===== config.mk =====
export PLATFORM = sky130hd
export DESIGN_NAME = i80_bus_write_busy_handshake
export DESIGN_NICKNAME = d
export VERILOG_FILES = /design/src/hw/rtl/i80_pkg.sv /design/src/hw/rtl/i80_step.sv /design/src/hw/rtl/i80_bus_write_busy_handshake.sv
export SDC_FILE = /design/constraint.sdc
export NUM_CORES = 1
export LEC_CHECK = 0
export BUFFER_PORTS_ARGS = -buffer_cell sky130_fd_sc_hd__buf_2
export CAP_MARGIN = 20
export CORE_AREA = 2 2 80 98
export CTS_BUF_LIST = sky130_fd_sc_hd__clkbuf_16
export DETAILED_ROUTE_END_ITERATION = 16
export DIE_AREA = 0 0 82 100
export PLACE_DENSITY = 0.81
export SLEW_MARGIN = 10
export SYNTH_ARGS = -nofsm -noshare
export SYNTH_HDL_FRONTEND = slang
export SYNTH_HIERARCHICAL = 1
export SYNTH_SLANG_ARGS = --single-unit

===== constraint.sdc =====
create_clock -name aclk -period 1.9 [get_ports aclk]
set_input_delay 0.19 -clock aclk [delete_from_list [all_inputs] [get_ports aclk]]
set_output_delay 0.19 -clock aclk [all_outputs]
set_load 0.02 [all_outputs]

===== src/hw/rtl/i80_pkg.sv =====
// ----------------------------------------------------------------------------
// i80_pkg
// Shared types and constants for the 8080-style bus write controller.
// ----------------------------------------------------------------------------
package i80_pkg;

    typedef enum logic [2:0] {
        PH_IDLE    = 3'd0,
        PH_ASSERT  = 3'd1,
        PH_RELEASE = 3'd2,
        PH_TAIL    = 3'd3,
        PH_SETTLE  = 3'd4
    } i80_phase_t;

    // configuration register indexes
    typedef enum logic [1:0] {
        REG_ASSERT_POLL_LIMIT  = 2'd0,
        REG_RELEASE_POLL_LIMIT = 2'd1,
        REG_RELEASE_POLL_TICKS = 2'd2,
        REG_SETTLE_TICKS       = 2'd3
    } i80_reg_idx_t;

    // input kind codes
    localparam logic KIND_WRITE = 1'b0;
    localparam logic KIND_TICK  = 1'b1;

    localparam logic [7:0] ASSERT_POLL_LIMIT_RST  = 8'd20;
    localparam logic [7:0] RELEASE_POLL_LIMIT_RST = 8'd200;
    localparam logic [3:0] RELEASE_POLL_TICKS_RST = 4'd10;
    localparam logic [3:0] SETTLE_TICKS_RST       = 4'd5;

    typedef struct packed {
        logic [7:0] assert_poll_limit;
        logic [7:0] release_poll_limit;
        logic [3:0] release_poll_ticks;
        logic [3:0] settle_ticks;
    } i80_cfg_t;

    typedef struct packed {
        i80_phase_t phase;
        logic [7:0] polls_left;
        logic [3:0] interval_count;
        logic       held_a0;
        logic [7:0] held_data;
    } i80_state_t;

    typedef struct packed {
        logic write_strobe;
        logic chip_select;
        logic done_res;
        logic assert_timeout;
        logic release_timeout;
        logic rejected;
    } i80_flags_t;

endpackage


===== src/hw/rtl/i80_step.sv =====
// ----------------------------------------------------------------------------
// i80_step
// Next-state and result flag logic for one accepted transaction.
// ----------------------------------------------------------------------------
module i80_step import i80_pkg::*; (
    input  i80_cfg_t   cfg,
    input  i80_state_t cur,
    input  logic       kind,
    input  logic       command_flag,
    input  logic [7:0] write_byte,
    input  logic       busy_pin,
    output i80_state_t nxt,
    output i80_flags_t flags
);

    logic [7:0] assert_limit_eff;
    logic [7:0] release_limit_eff;
    logic [3:0] reload_ticks;
    logic [7:0] polls_dec;
    logic [3:0] interval_dec;
    logic       is_idle;

    assign assert_limit_eff  = (cfg.assert_poll_limit == 8'd0) ? 8'd1 : cfg.assert_poll_limit;
    assign release_limit_eff = (cfg.release_poll_limit == 8'd0) ? 8'd1
                                                                 : cfg.release_poll_limit;
    // interval reload, zero interval acts as one tick
    assign reload_ticks = (cfg.release_poll_ticks == 4'd0) ? 4'd0
                                                           : cfg.release_poll_ticks - 4'd1;
    assign polls_dec    = cur.polls_left - 8'd1;
    assign interval_dec = cur.interval_count - 4'd1;
    assign is_idle      = (cur.phase == PH_IDLE);

    // next state
    always_comb begin
        nxt = cur;
        if (kind == KIND_WRITE) begin
            if (is_idle) begin
                nxt.held_a0        = command_flag;
                nxt.held_data      = write_byte;
                nxt.phase          = PH_ASSERT;
                nxt.polls_left     = assert_limit_eff;
                nxt.interval_count = 4'd0;
            end
        end else begin
            unique case (cur.phase)
                PH_IDLE: begin
                end
                PH_ASSERT: begin
                    nxt.polls_left = polls_dec;
                    if (busy_pin || polls_dec == 8'd0) begin
                        nxt.phase          = PH_RELEASE;
                        nxt.polls_left     = release_limit_eff;
                        nxt.interval_count = 4'd0;
                    end
                end
                PH_RELEASE: begin
                    if (cur.interval_count != 4'd0) begin
                        nxt.interval_count = interval_dec;
                    end else begin
                        nxt.polls_left     = polls_dec;
                        nxt.interval_count = reload_ticks;
                        if (!busy_pin || polls_dec == 8'd0) begin
                            if (reload_ticks != 4'd0) begin
                                nxt.phase = PH_TAIL;
                            end else if (cfg.settle_ticks == 4'd0) begin
                                nxt.phase          = PH_IDLE;
                                nxt.interval_count = 4'd0;
                            end else begin
                                nxt.phase          = PH_SETTLE;
                                nxt.interval_count = cfg.settle_ticks;
                            end
                        end
                    end
                end
                PH_TAIL: begin
                    nxt.interval_count = interval_dec;
                    if (interval_dec == 4'd0) begin
                        if (cfg.settle_ticks == 4'd0) begin
                            nxt.phase = PH_IDLE;
                        end else begin
                            nxt.phase          = PH_SETTLE;
                            nxt.interval_count = cfg.settle_ticks;
                        end
                    end
                end
                PH_SETTLE: begin
                    nxt.interval_count = interval_dec;
                    if (interval_dec == 4'd0) begin
                        nxt.phase = PH_IDLE;
                    end
                end
                default: begin
                    nxt.phase          = PH_IDLE;
                    nxt.interval_count = 4'd0;
                end
            endcase
        end
    end

    // result flags
    always_comb begin
        flags = '0;
        if (kind == KIND_WRITE) begin
            flags.chip_select  = 1'b1;
            flags.write_strobe = is_idle;
            flags.rejected     = !is_idle;
        end else begin
            flags.chip_select = !is_idle;
            unique case (cur.phase)
                PH_IDLE: begin
                end
                PH_ASSERT: begin
                    flags.assert_timeout = (polls_dec == 8'd0);
                end
                PH_RELEASE: begin
                    if (cur.interval_count == 4'd0) begin
                        flags.release_timeout = (polls_dec == 8'd0);
                        flags.done_res = (!busy_pin || polls_dec == 8'd0)
                                         && reload_ticks == 4'd0
                                         && cfg.settle_ticks == 4'd0;
                    end
                end
                PH_TAIL: begin
                    flags.done_res = (interval_dec == 4'd0) && (cfg.settle_ticks == 4'd0);
                end
                PH_SETTLE: begin
                    flags.done_res = (interval_dec == 4'd0);
                end
                default: begin
                end
            endcase
        end
    end

endmodule


===== src/hw/rtl/i80_bus_write_busy_handshake.sv =====
// ----------------------------------------------------------------------------
// i80_bus_write_busy_handshake
// Write controller for an 8080-style display bus with busy-pin handshake.
// ----------------------------------------------------------------------------
// Each transaction on the input stream is either a write request or a one
// microsecond tick (tuser). A write taken while idle latches A0 and the data
// byte and pulses the write strobe; each following tick polls busy, first
// until it reads high, then once per release interval until it reads low,
// then waits out the rest of that interval, counts the settle ticks and
// raises done. Every input transaction gives exactly one result transaction.
// The block takes one transaction per clock: the state update and result
// flags are one level of logic into the result register, and a new input is
// taken whenever the result register is empty or being drained in the same cycle.
module i80_bus_write_busy_handshake import i80_pkg::*; (
    input  logic        aclk,
    input  logic        aresetn,
    // configuration
    input  logic        cfg_we,
    input  logic [1:0]  cfg_index,
    input  logic [7:0]  cfg_data,
    // input stream
    input  logic        s_tvalid,
    output logic        s_tready,
    input  logic [15:0] s_tdata,   // command_flag, write_byte[7:0], busy_pin, zero pad
    input  logic        s_tuser,   // kind
    // result stream
    output logic        m_tvalid,
    input  logic        m_tready,
    output logic [15:0] m_tdata    // bus_a0, bus_data[7:0], write_strobe, chip_select,
                                   // done_res, assert_timeout, release_timeout,
                                   // rejected, zero pad
);

    i80_cfg_t    cfg_reg;
    i80_state_t  state_reg;
    i80_state_t  state_next;
    i80_flags_t  flags;
    logic        m_tvalid_reg;
    logic [14:0] m_data_reg;
    logic        s_accept;

    assign s_tready = !m_tvalid_reg || m_tready;
    assign s_accept = s_tvalid && s_tready;

    i80_step u_step (
        .cfg          (cfg_reg),
        .cur          (state_reg),
        .kind         (s_tuser),
        .command_flag (s_tdata[0]),
        .write_byte   (s_tdata[8:1]),
        .busy_pin     (s_tdata[9]),
        .nxt          (state_next),
        .flags        (flags)
    );

    always_ff @(posedge aclk) begin
        if (!aresetn) begin
            cfg_reg.assert_poll_limit  <= ASSERT_POLL_LIMIT_RST;
            cfg_reg.release_poll_limit <= RELEASE_POLL_LIMIT_RST;
            cfg_reg.release_poll_ticks <= RELEASE_POLL_TICKS_RST;
            cfg_reg.settle_ticks       <= SETTLE_TICKS_RST;
        end else if (cfg_we) begin
            unique case (i80_reg_idx_t'(cfg_index))
                REG_ASSERT_POLL_LIMIT:  cfg_reg.assert_poll_limit  <= cfg_data;
                REG_RELEASE_POLL_LIMIT: cfg_reg.release_poll_limit <= cfg_data;
                REG_RELEASE_POLL_TICKS: cfg_reg.release_poll_ticks <= cfg_data[3:0];
                REG_SETTLE_TICKS:       cfg_reg.settle_ticks       <= cfg_data[3:0];
                default: begin
                end
            endcase
        end
    end

    always_ff @(posedge aclk) begin
        if (!aresetn) begin
            state_reg    <= '{phase: PH_IDLE, default: '0};
            m_tvalid_reg <= 1'b0;
        end else begin
            if (s_accept) begin
                state_reg    <= state_next;
                m_tvalid_reg <= 1'b1;
            end else if (m_tready) begin
                m_tvalid_reg <= 1'b0;
            end
        end
    end

    // result payload, no reset needed
    always_ff @(posedge aclk) begin
        if (s_accept) begin
            m_data_reg <= {flags.rejected, flags.release_timeout, flags.assert_timeout,
                           flags.done_res, flags.chip_select, flags.write_strobe,
                           state_next.held_data, state_next.held_a0};
        end
    end

    assign m_tvalid = m_tvalid_reg;
    assign m_tdata  = {1'b0, m_data_reg};

    // a write accepted while idle starts a transaction
    assert property (@(posedge aclk) disable iff (!aresetn)
        (s_accept && s_tuser == KIND_WRITE && state_reg.phase == PH_IDLE)
        |=> (state_reg.phase == PH_ASSERT))
        else $error("write from idle did not enter assert phase");

    // without an accepted transaction the state holds
    assert property (@(posedge aclk) disable iff (!aresetn)
        !s_accept |=> $stable(state_reg))
        else $error("state changed without an accepted transaction");

    // done always comes with chip select
    assert property (@(posedge aclk) disable iff (!aresetn)
        (m_tvalid_reg && m_data_reg[11]) |-> m_data_reg[10])
        else $error("done raised without chip select");

    // a pending result that is not taken stays valid
    assert property (@(posedge aclk) disable iff (!aresetn)
        (m_tvalid_reg && !m_tready) |=> m_tvalid_reg && $stable(m_data_reg))
        else $error("stalled result lost");

    // reset leaves the block idle with no result pending
    assert property (@(posedge aclk)
        !aresetn |=> (state_reg.phase == PH_IDLE) && !m_tvalid_reg)
        else $error("block not idle after reset");

endmodule


# Yosys cells after proc, flatten, opt, wreduce, memory -nomap -nowiden
# Cells that the tools add are included.
# Widths: inputs -> output; s select.
dict set report word_totals {
  ff_bits 64
  inputBits 32
  output_inout_bits 18
  word_cells 91
}
dict set report op_classes {
  n_addsub 3
  n_eq_ne 14
  mux 26
  n_reduce_logical 33
}
# cell n
set ops {}
lappend ops {{$mux 15} 2}
lappend ops {{$mux 4} 7}
lappend ops {{$logic_not 8->1} 3}
lappend ops {{$mux 24} 1}
lappend ops {{$logic_not 4->1} 5}
lappend ops {{$pmux 4 s5} 1}
lappend ops {{$mux 8} 2}
lappend ops {{$pmux 8 s2} 1}
lappend ops {{$mux 3} 5}
lappend ops {{$pmux 3 s5} 1}
lappend ops {{$ne 3x2->1 const B} 4}
lappend ops {{$mux 11} 1}
lappend ops {{$reduce_and 2->1} 5}
lappend ops {{$mux 9} 1}
lappend ops {{$reduce_and 4->1} 2}
lappend ops {{$reduce_and 8->1} 1}
lappend ops {{$reduce_bool 4->1} 2}
lappend ops {{$sub 4x1->4 const B} 2}
lappend ops {{$sub 8x1->8 const B} 1}
lappend ops {{$eq 3x2->1 const B} 2}
lappend ops {{$eq 2x2->1 const B} 2}
lappend ops {{$logic_and 1x1->1} 4}
lappend ops {{$reduce_bool 2->1} 2}
lappend ops {{$eq 3x1->1 const B} 1}
lappend ops {{other kinds (12)} 18}

# Logic depth before layout (Yosys ltp)
# Gate-level depths: netlist (run 1).
dict set report logic_depth {
  word_depth 8
  ltp_mapped 11
}

# Modules after synthesis
# The synthesis (run 1) kept the hierarchy.
# mod instances cells_per_inst area_per_inst_um2
set by_module_without_submodules {}
lappend by_module_without_submodules {i80_bus_write_busy_handshake 1 217 2302.2}
lappend by_module_without_submodules {i80_step 1 231 1392.6}

# Worst setup path before layout (run 1)
# OpenSTA, ideal clock, no wires.
dict set report synth_path {
  path_kind {register to register}
  from {register state_reg[13] (netlist bit)}
  to {register state_reg[21] (netlist bit)}
  t_arrival_ps 2030
  required_ps 1828
  path_slack_ps -201
  stages_incl_launch_ff 12
  period_less_slack_ps 2101
  path_cell_list {dfxtp_1 -> inv_1 -> ha_1 -> nor2_1 -> nand3_2 -> a21o_4 -> buf_6 -> a2111oi_4 -> nor2_1 -> a31oi_1 -> nand2_1 -> mux2i_1}
}
dict set report synth_via {
  elab_chain_len 5
  elab_cells_between_ends 7
  classes_between {add/sub: 1; eq/ne: 2; reduce/logical: 4}
}
# element line
set synth_rtl {}
lappend synth_rtl {{from (decl)} i80_bus_write_busy_handshake.sv:35} ;# i80_state_t state_reg;
lappend synth_rtl {{from (signal assigned)} i80_bus_write_busy_handshake.sv:80} ;# state_reg <= state_next;
lappend synth_rtl {{$sub 8x1->8 *} i80_step.sv:29} ;# assign polls_dec = cur.polls_left - 8'd1;
lappend synth_rtl {{$logic_not 8->1 *} {i80_step.sv:50, i80_step.sv:62}}
lappend synth_rtl {{$logic_or 1x1->1 (on tied branches)} {i80_step.sv:62, i80_step.sv:50}}
lappend synth_rtl {{$ne 3x2->1 (no source line)} n/a}
lappend synth_rtl {{$reduce_and 8->1 (no source line) *} n/a}
# Mark *: on every way between the ends. The rest lies on a longest branch, timed or not.
# A chain may end at the register's enable or synchronous reset.

==> results of run 1 <==
## cell type report
type	instances	area [µm²]	area share, %
Multi-Input combinational cell	349	2270	47.2
Sequential cell	64	1450	30.0
Clock buffer	10	250	5.19
Timing Repair Buffer	95	648	13.4
Clock inverter	5	47.5	0.987
Tap cell	92	115	2.39
Inverter	9	38.8	0.805
## worst max-delay path, delay by kind of cell, from the launching register on
kind / cells / cell delay [ns]
AOI/OAI and AO/OA: 5 / 0.81
adders and majority gates: 1 / 0.19
DFF: 1 / 0.34
buffers and inverters: 2 / 0.22
muxes: 1 / 0.06
and+or+nand+nor: 2 / 0.31
## Yosys cell counts (2+ instances only)
cell type	instances
sky130_fd_sc_hd__nand2_1	114
sky130_fd_sc_hd__dfxtp_1	49
sky130_fd_sc_hd__mux2i_1	34
sky130_fd_sc_hd__nand3_1	24
sky130_fd_sc_hd__a21oi_1	23
sky130_fd_sc_hd__nor2_1	17
sky130_fd_sc_hd__o21ai_0	17
sky130_fd_sc_hd__edfxtp_1	15
sky130_fd_sc_hd__o21ai_1	13
sky130_fd_sc_hd__clkbuf_1	11
sky130_fd_sc_hd__buf_2	8
sky130_fd_sc_hd__nor3_1	8
sky130_fd_sc_hd__a31oi_1	7
sky130_fd_sc_hd__o22ai_1	7
sky130_fd_sc_hd__buf_6	6
sky130_fd_sc_hd__inv_1	6
sky130_fd_sc_hd__nand2b_1	5
sky130_fd_sc_hd__nand3b_1	5
sky130_fd_sc_hd__o211ai_1	5
sky130_fd_sc_hd__a221oi_1	4
sky130_fd_sc_hd__and2_1	4
sky130_fd_sc_hd__ha_1	4
sky130_fd_sc_hd__or3_1	4
sky130_fd_sc_hd__and3_1	3
sky130_fd_sc_hd__inv_2	3
sky130_fd_sc_hd__nor3b_1	3
sky130_fd_sc_hd__nor4_1	3
sky130_fd_sc_hd__a21o_1	2
sky130_fd_sc_hd__a221o_1	2
sky130_fd_sc_hd__nor3_2	2
sky130_fd_sc_hd__nor3b_2	2
sky130_fd_sc_hd__o21a_1	2
sky130_fd_sc_hd__o31ai_1	2
sky130_fd_sc_hd__or3b_1	2
sky130_fd_sc_hd__xnor2_1	2
## worst max path at each step
stage / to / depth (start not counted) / from
2_1_floorplan: state_reg[21] / 11 / state_reg[13]
3_3_place_gp: state_reg[19] / 10 / state_reg[14]
3_5_place_dp: state_reg[19] / 10 / state_reg[14]
4_1_cts: state_reg[10] / 11 / state_reg[10]
5_1_grt: state_reg[10] / 11 / state_reg[10]
6_report: state_reg[10] / 11 / state_reg[10]
## cells by family (layout without fill, tap and decap cells)
group,count (synthesis),after routing,share of synthesized area (%)
adder cells (fa/ha/maj),4,4,1.35
XOR/XNOR,3,3,0.711
flip-flops,64,64,38.7
multiplexers,34,34,9.21
buffers and inverters,36,119,5.25
other,1,1,0.101
AND/OR/NAND/NOR,205,205,26.2
AO/OA/AOI/OAI,101,102,18.5
## power by group through the flow
stage | Combinational, mW | Sequential (mW) | Clock (mW)
after global routing | 0.728 | 1.53 | 1.71
after floorplan | 0.367 | 1.57 | 0
after CTS | 0.633 | 1.52 | 1.64
final | 0.665 | 1.52 | 1.62
after global placement | 0.582 | 1.54 | 0
after detailed placement | 0.595 | 1.54 | 0
## layer usage
layer	up-vias	wire length, µm	GRT usage [%]
met5	-	0	0
met4	0	274	11.7
met3	37	649	4.41
met2	159	4740	40.1
met1	1646	4050	29.4
li1	1772	-	-
## per-stage QoR
step / TNS [ns] / util [%] / setup slack (ns) / total power [mW]
floorplan: -0.0433 / - / -0.0323 / 1.94
global placement: -1.11 / 58.2 / -0.127 / 2.12
detailed placement: -1.95 / 58.2 / -0.202 / 2.14
CTS: -0.110 / 63.9 / -0.0269 / 3.79
global route: -1.82 / 65.5 / -0.257 / 3.97
finish: -0.531 / 65.5 / -0.164 / 3.81
## what timing repair did
item	CTS	global route
cloned	1	0
pin swaps	15	15
endpoints found under the setup margin	15	15
gates resized for setup	26	21
setup buffers	1	3
==> reports/summary.txt, run 1 <==
Nets in the synthesized netlist - 484
Final slew viol count - 0
Clock period minus worst slack - 2.06 ns
Most common cell after layout, fill and taps aside - sky130_fd_sc_hd__nand2_1
Portion of the clock cycle consumed by the worst path in the final layout - 109%
Initial Utilization - 50.2%
Leak - 1.99 nW
Clock input transition at the sequential cells of the worst setup and hold paths - 0.05 ns
Placed Instances - 605
Leading cell types in the layout, fill and taps excluded - sky130_fd_sc_hd__nand2_1, sky130_fd_sc_hd__buf_4, sky130_fd_sc_hd__dfxtp_1
Hold Crit Class - primary input to flop
Switching power summed over all nets - 0.984 mW
DRC viols - 0
Yosys Warn Count - 6
Die H - 100 µm
Net count reported at finish - 564
Post-detailed-routing wire length - 9720 µm
Global-route wire length before repair - 15300 µm
Core Area - 7360 µm²
Result of the run - finished with violations
Number of nets with antenna violations after routing - 0
Post-synthesis async set-or-reset flop share - 0%
Top cell type's share of synthesized area - 26.5%
Via count of the first global-routing pass - 3340
Hold Path End - cfg_reg[5]
Fraction of power consumed by sequential logic - 39.9%
Count of port buffers added during placement - 42
GPL Wtd Cong - 1.03
Layout cells sized above 1 - 31.0%
Antenna fix cells - 0
Count of flip-flops with a built-in enable after synthesis - 15
Reg-to-reg critical path endpoint - state_reg[10]
Biggest fanout along the worst timing path - 3
Summed area of non-filler cells in the final layout - 4820 µm²
Least-Margin Pin Slew - 0.498 ns
Overall die area - 8200 µm²
Crit-path slowest cell - sky130_fd_sc_hd__dfxtp_2
Internal - 2.83 mW
Critical Path Sink Type - flop
Commonest register cell after synthesis - sky130_fd_sc_hd__dfxtp_1
Clock share of power - 42.6%
Count of H-tree levels built during CTS - 3
Row Count - 35
Post-DP HPWL - 6480 µm
Detail-routed via count per cell - 5.79
DR WL/cell - 15.6 µm
Num CTS Buffers - 9
Top achievable clock speed - 485 MHz
Cell variety after synth - 65
Clock net sink count - 64
Startpoint of the lowest-slack hold path - cfg_data[1]
Failing checks - negative setup slack
Hold violation total from the final report - 0
Clock root buffer - sky130_fd_sc_hd__clkbuf_16
Register bit count reported by yosys - 64
Required arrival time at the worst endpoint - 2.11 ns
Worst supply voltage drop on vdd - 0.714 mV
Cell Area, Placed - 4280 µm²
RSZ-0062 raised after global routing - true
Number of placed I/O pins - 50
Crit Reg-Reg Startpoint - state_reg[10]
Fillers - 615
Reg2reg setup slack - -0.16 ns
Setup violation total in the final timing report - 9
TritonCTS clock tree - built
Number of DRC markers after the initial detailed-route iteration - 273
Number of vias in the routed layout - 3614
Initial antenna violation count - 0
Area leader, netlist - sky130_fd_sc_hd__dfxtp_1
CP Cell Sequence - inv_2 -> ha_2 -> nor3b_4 -> a31oi_4 -> buf_6 -> o21ai_2 -> a21oi_1 -> a221oi_2 -> o221ai_1 -> nand2_1 -> mux2i_1
Fin Hold WS - 0.0856 ns
Instance count along the most critical hold path - 3
Max-slew headroom - 66.7%
Maximum clock path buffer count - 2
Relative area change from synthesis to final layout - 30.4%
Final non-filler cell total - 624
Largest net degree at the start of global routing - 67
Maxcap violations - 0
Mean Syn Cell Area - 8.25 µm²
Worst-skew pair later-pin latency - 0.33 ns
First-pass detailed-route iteration total - 5
PnR worst setup slack - -0.164 ns
Mapped Cells - 448
R2r worst-path depth - 11
Worst setup skew after layout - 0.00840 ns
Critical path class - flop to flop
Worst setup SP type - flop
Cell types with the largest area share after synthesis - sky130_fd_sc_hd__dfxtp_1, sky130_fd_sc_hd__edfxtp_1, sky130_fd_sc_hd__nand2_1, sky130_fd_sc_hd__mux2i_1, sky130_fd_sc_hd__nand3_1
Post-synthesis sequential area ratio - 38.7%
Logic gate share of total power - 17.5%
Die W - 82 µm
Cts hold-fix bufs - 0
Cell Pwr Density - 791 nW/µm²
Max incr delay on CP - 0.34 ns
Cell area after technology mapping - 3690 µm²
GRT Overall Usage - 24.0%
Switch share - 25.8%
Worst Path Arrival - 2.27 ns
Total global routing overflow - 0
(Power assumes the default switching activity.)
==> run 2, diff against run 1 <==
- CORE_AREA: 2 2 80 98 -> 2 2 74 90
- DIE_AREA: 0 0 82 100 -> 0 0 76 92
- PLACE_DENSITY: 0.81 -> not set
- PLACE_DENSITY_LB_ADDON: not set -> 0.3
- clock period: 1.9 -> 2.56 ns (I/O delays scaled with it)
==> reports/summary.txt, run 2 (same netlist as run 1, synthesis figures left out) <==
Cts hold-fix bufs - 0 (unchanged)
Via count of the first global-routing pass - 3157 (was 3340)
Worst setup SP type - flop (unchanged)
Cell Pwr Density - 640 nW/µm² (was 791 nW/µm²)
Result of the run - finished, final reports clean (was finished with violations)
Initial Utilization - 59.5% (was 50.2%)
Minimum setup slack after placement - 0.255 ns (was -0.202 ns)
Core Area - 6210 µm² (was 7360 µm²)
Most common cell after layout, fill and taps aside - sky130_fd_sc_hd__nand2_1 (unchanged)
Die W - 76 µm (was 82 µm)
Worst-skew pair later-pin latency - 0.33 ns (about the same)
First-pass detailed-route iteration total - 5 (unchanged)
Post-CTS resize count - 0 (was 26)
Portion of the clock cycle consumed by the worst path in the final layout - 91.1% (was 109%)
Clock root buffer - sky130_fd_sc_hd__clkbuf_16 (unchanged)
Total global routing overflow - 0 (unchanged)
Largest net degree at the start of global routing - 82 (was 67)
Net count reported at finish - 519 (was 564)
Count of H-tree levels built during CTS - 3 (unchanged)
Maximum clock path buffer count - 2 (unchanged)
Critical Path Sink Type - flop (unchanged)
Required arrival time at the worst endpoint - 2.81 ns (was 2.11 ns)
Max-slew headroom - 57.8% (was 66.7%)
Total Negative Setup Slacks - 0 ns (was -0.531 ns)
Critical path class - flop to flop (unchanged)
Num CTS Buffers - 9 (unchanged)
Least-Margin Pin Slew - 0.627 ns (was 0.498 ns)
Layout cells sized above 1 - 17.6% (was 31.0%)
Maxcap violations - 0 (unchanged)
Top achievable clock speed - 429 MHz (was 485 MHz)
Die H - 92 µm (was 100 µm)
Hold Crit Class - primary input to flop (unchanged)
Clock period minus worst slack - 2.33 ns (was 2.06 ns)
Post-DP HPWL - 5860 µm (was 6480 µm)
Clock input transition at the sequential cells of the worst setup and hold paths - 0.06 ns (was 0.05 ns)
DR WL/cell - 14.5 µm (was 15.6 µm)
Hold violation total from the final report - 0 (unchanged)
Worst Path Arrival - 2.59 ns (was 2.27 ns)
Antenna fix cells - 0 (unchanged)
Final slew viol count - 0 (unchanged)
Detail-routed via count per cell - 5.98 (was 5.79)
Count of port buffers added during placement - 42 (unchanged)
Row Count - 32 (was 35)
Initial antenna violation count - 0 (unchanged)
Relative area change from synthesis to final layout - 14.9% (was 30.4%)
Number of placed I/O pins - 50 (unchanged)
Setup violation total in the final timing report - 0 (was 9)
Post-detailed-routing wire length - 8320 µm (was 9720 µm)
Leading cell types in the layout, fill and taps excluded - sky130_fd_sc_hd__nand2_1, sky130_fd_sc_hd__dfxtp_1, sky130_fd_sc_hd__buf_2 (was sky130_fd_sc_hd__nand2_1, sky130_fd_sc_hd__buf_4, sky130_fd_sc_hd__dfxtp_1)
Number of DRC markers after the initial detailed-route iteration - 186 (was 273)
GPL Wtd Cong - 0.944 (was 1.03)
RSZ-0062 raised after global routing - false (was true)
TritonCTS clock tree - built (unchanged)
Number of vias in the routed layout - 3424 (was 3614)
PnR worst setup slack - 0.227 ns (was -0.164 ns)
Number of buffers added for setup after CTS - 0 (was 1)
Biggest fanout along the worst timing path - 11 (was 3)
DRC viols - 0 (unchanged)
Worst setup skew after layout - 0.00545 ns (was 0.00840 ns)
Clock net sink count - 64 (unchanged)
GRT Overall Usage - 24.9% (was 24.0%)
Global-route wire length before repair - 14200 µm (was 15300 µm)
Overall die area - 6990 µm² (was 8200 µm²)
Number of nets with antenna violations after routing - 0 (unchanged)
Leak - 1.71 nW (was 1.99 nW)
Worst supply voltage drop on vdd - 0.503 mV (was 0.714 mV)
## run 2: power by group
group          internal (mW)  switching (mW)  total [mW]
Sequential              1.09          0.0480        1.14
Clock                  0.752           0.439        1.19
Combinational          0.154           0.233       0.387
Total                   2.00           0.720        2.72
## run 2: final timing paths
path / from / to / slack (ns) / depth (start not counted)
max reg2reg: state_reg[13] / state_reg[21] / 0.23 / 10
min reg2reg: cfg_reg[16] / cfg_reg[16] / 0.46 / 2
min: cfg_data[7] / cfg_reg[15] / 0.16 / 3
max: state_reg[13] / state_reg[21] / 0.23 / 10
## run 2: layout make-up
cell class              count  area (µm²)
inverters                   9        33.8
clock buffers               9         225
clock inverters             7        71.3
well taps                  85         106
multi-input cells         348        2070
fillers                   539        1960
repair buffers             51         303
flip-flops and latches     64        1430
## run 2: routing by layer
metal,share of wire (%),track usage (%)
met5,0,0
met4,2.2,12.0
met3,5.6,3.15
met2,50,42.8
met1,43,31.0
## run 2: per-stage QoR
stage / hold slack (ns) / cells / cell area (µm²) / power [mW] / utilization [%]
floorplan: 0.381 / 448 / 3690 / 1.44 / -
global placement: 0.443 / 557 / 3950 / 1.53 / 63.6
detailed placement: 0.455 / 557 / 3950 / 1.54 / 63.6
CTS: 0.153 / 573 / 4240 / 2.73 / 68.3
global route: 0.189 / 573 / 4250 / 2.82 / 68.4
finish: 0.158 / 573 / 4250 / 2.72 / 68.4
## run 2: critical path: stages (launching register included)
cell	delay [ns]
sky130_fd_sc_hd__dfxtp_1	0.47
sky130_fd_sc_hd__inv_1	0.12
sky130_fd_sc_hd__ha_1	0.23
sky130_fd_sc_hd__nor2_1	0.17
sky130_fd_sc_hd__nand3_2	0.12
sky130_fd_sc_hd__a21o_4	0.29
sky130_fd_sc_hd__a2111oi_4	0.40
sky130_fd_sc_hd__nor2_1	0.09
sky130_fd_sc_hd__a31oi_1	0.17
sky130_fd_sc_hd__nand2_1	0.06
sky130_fd_sc_hd__mux2i_1	0.14
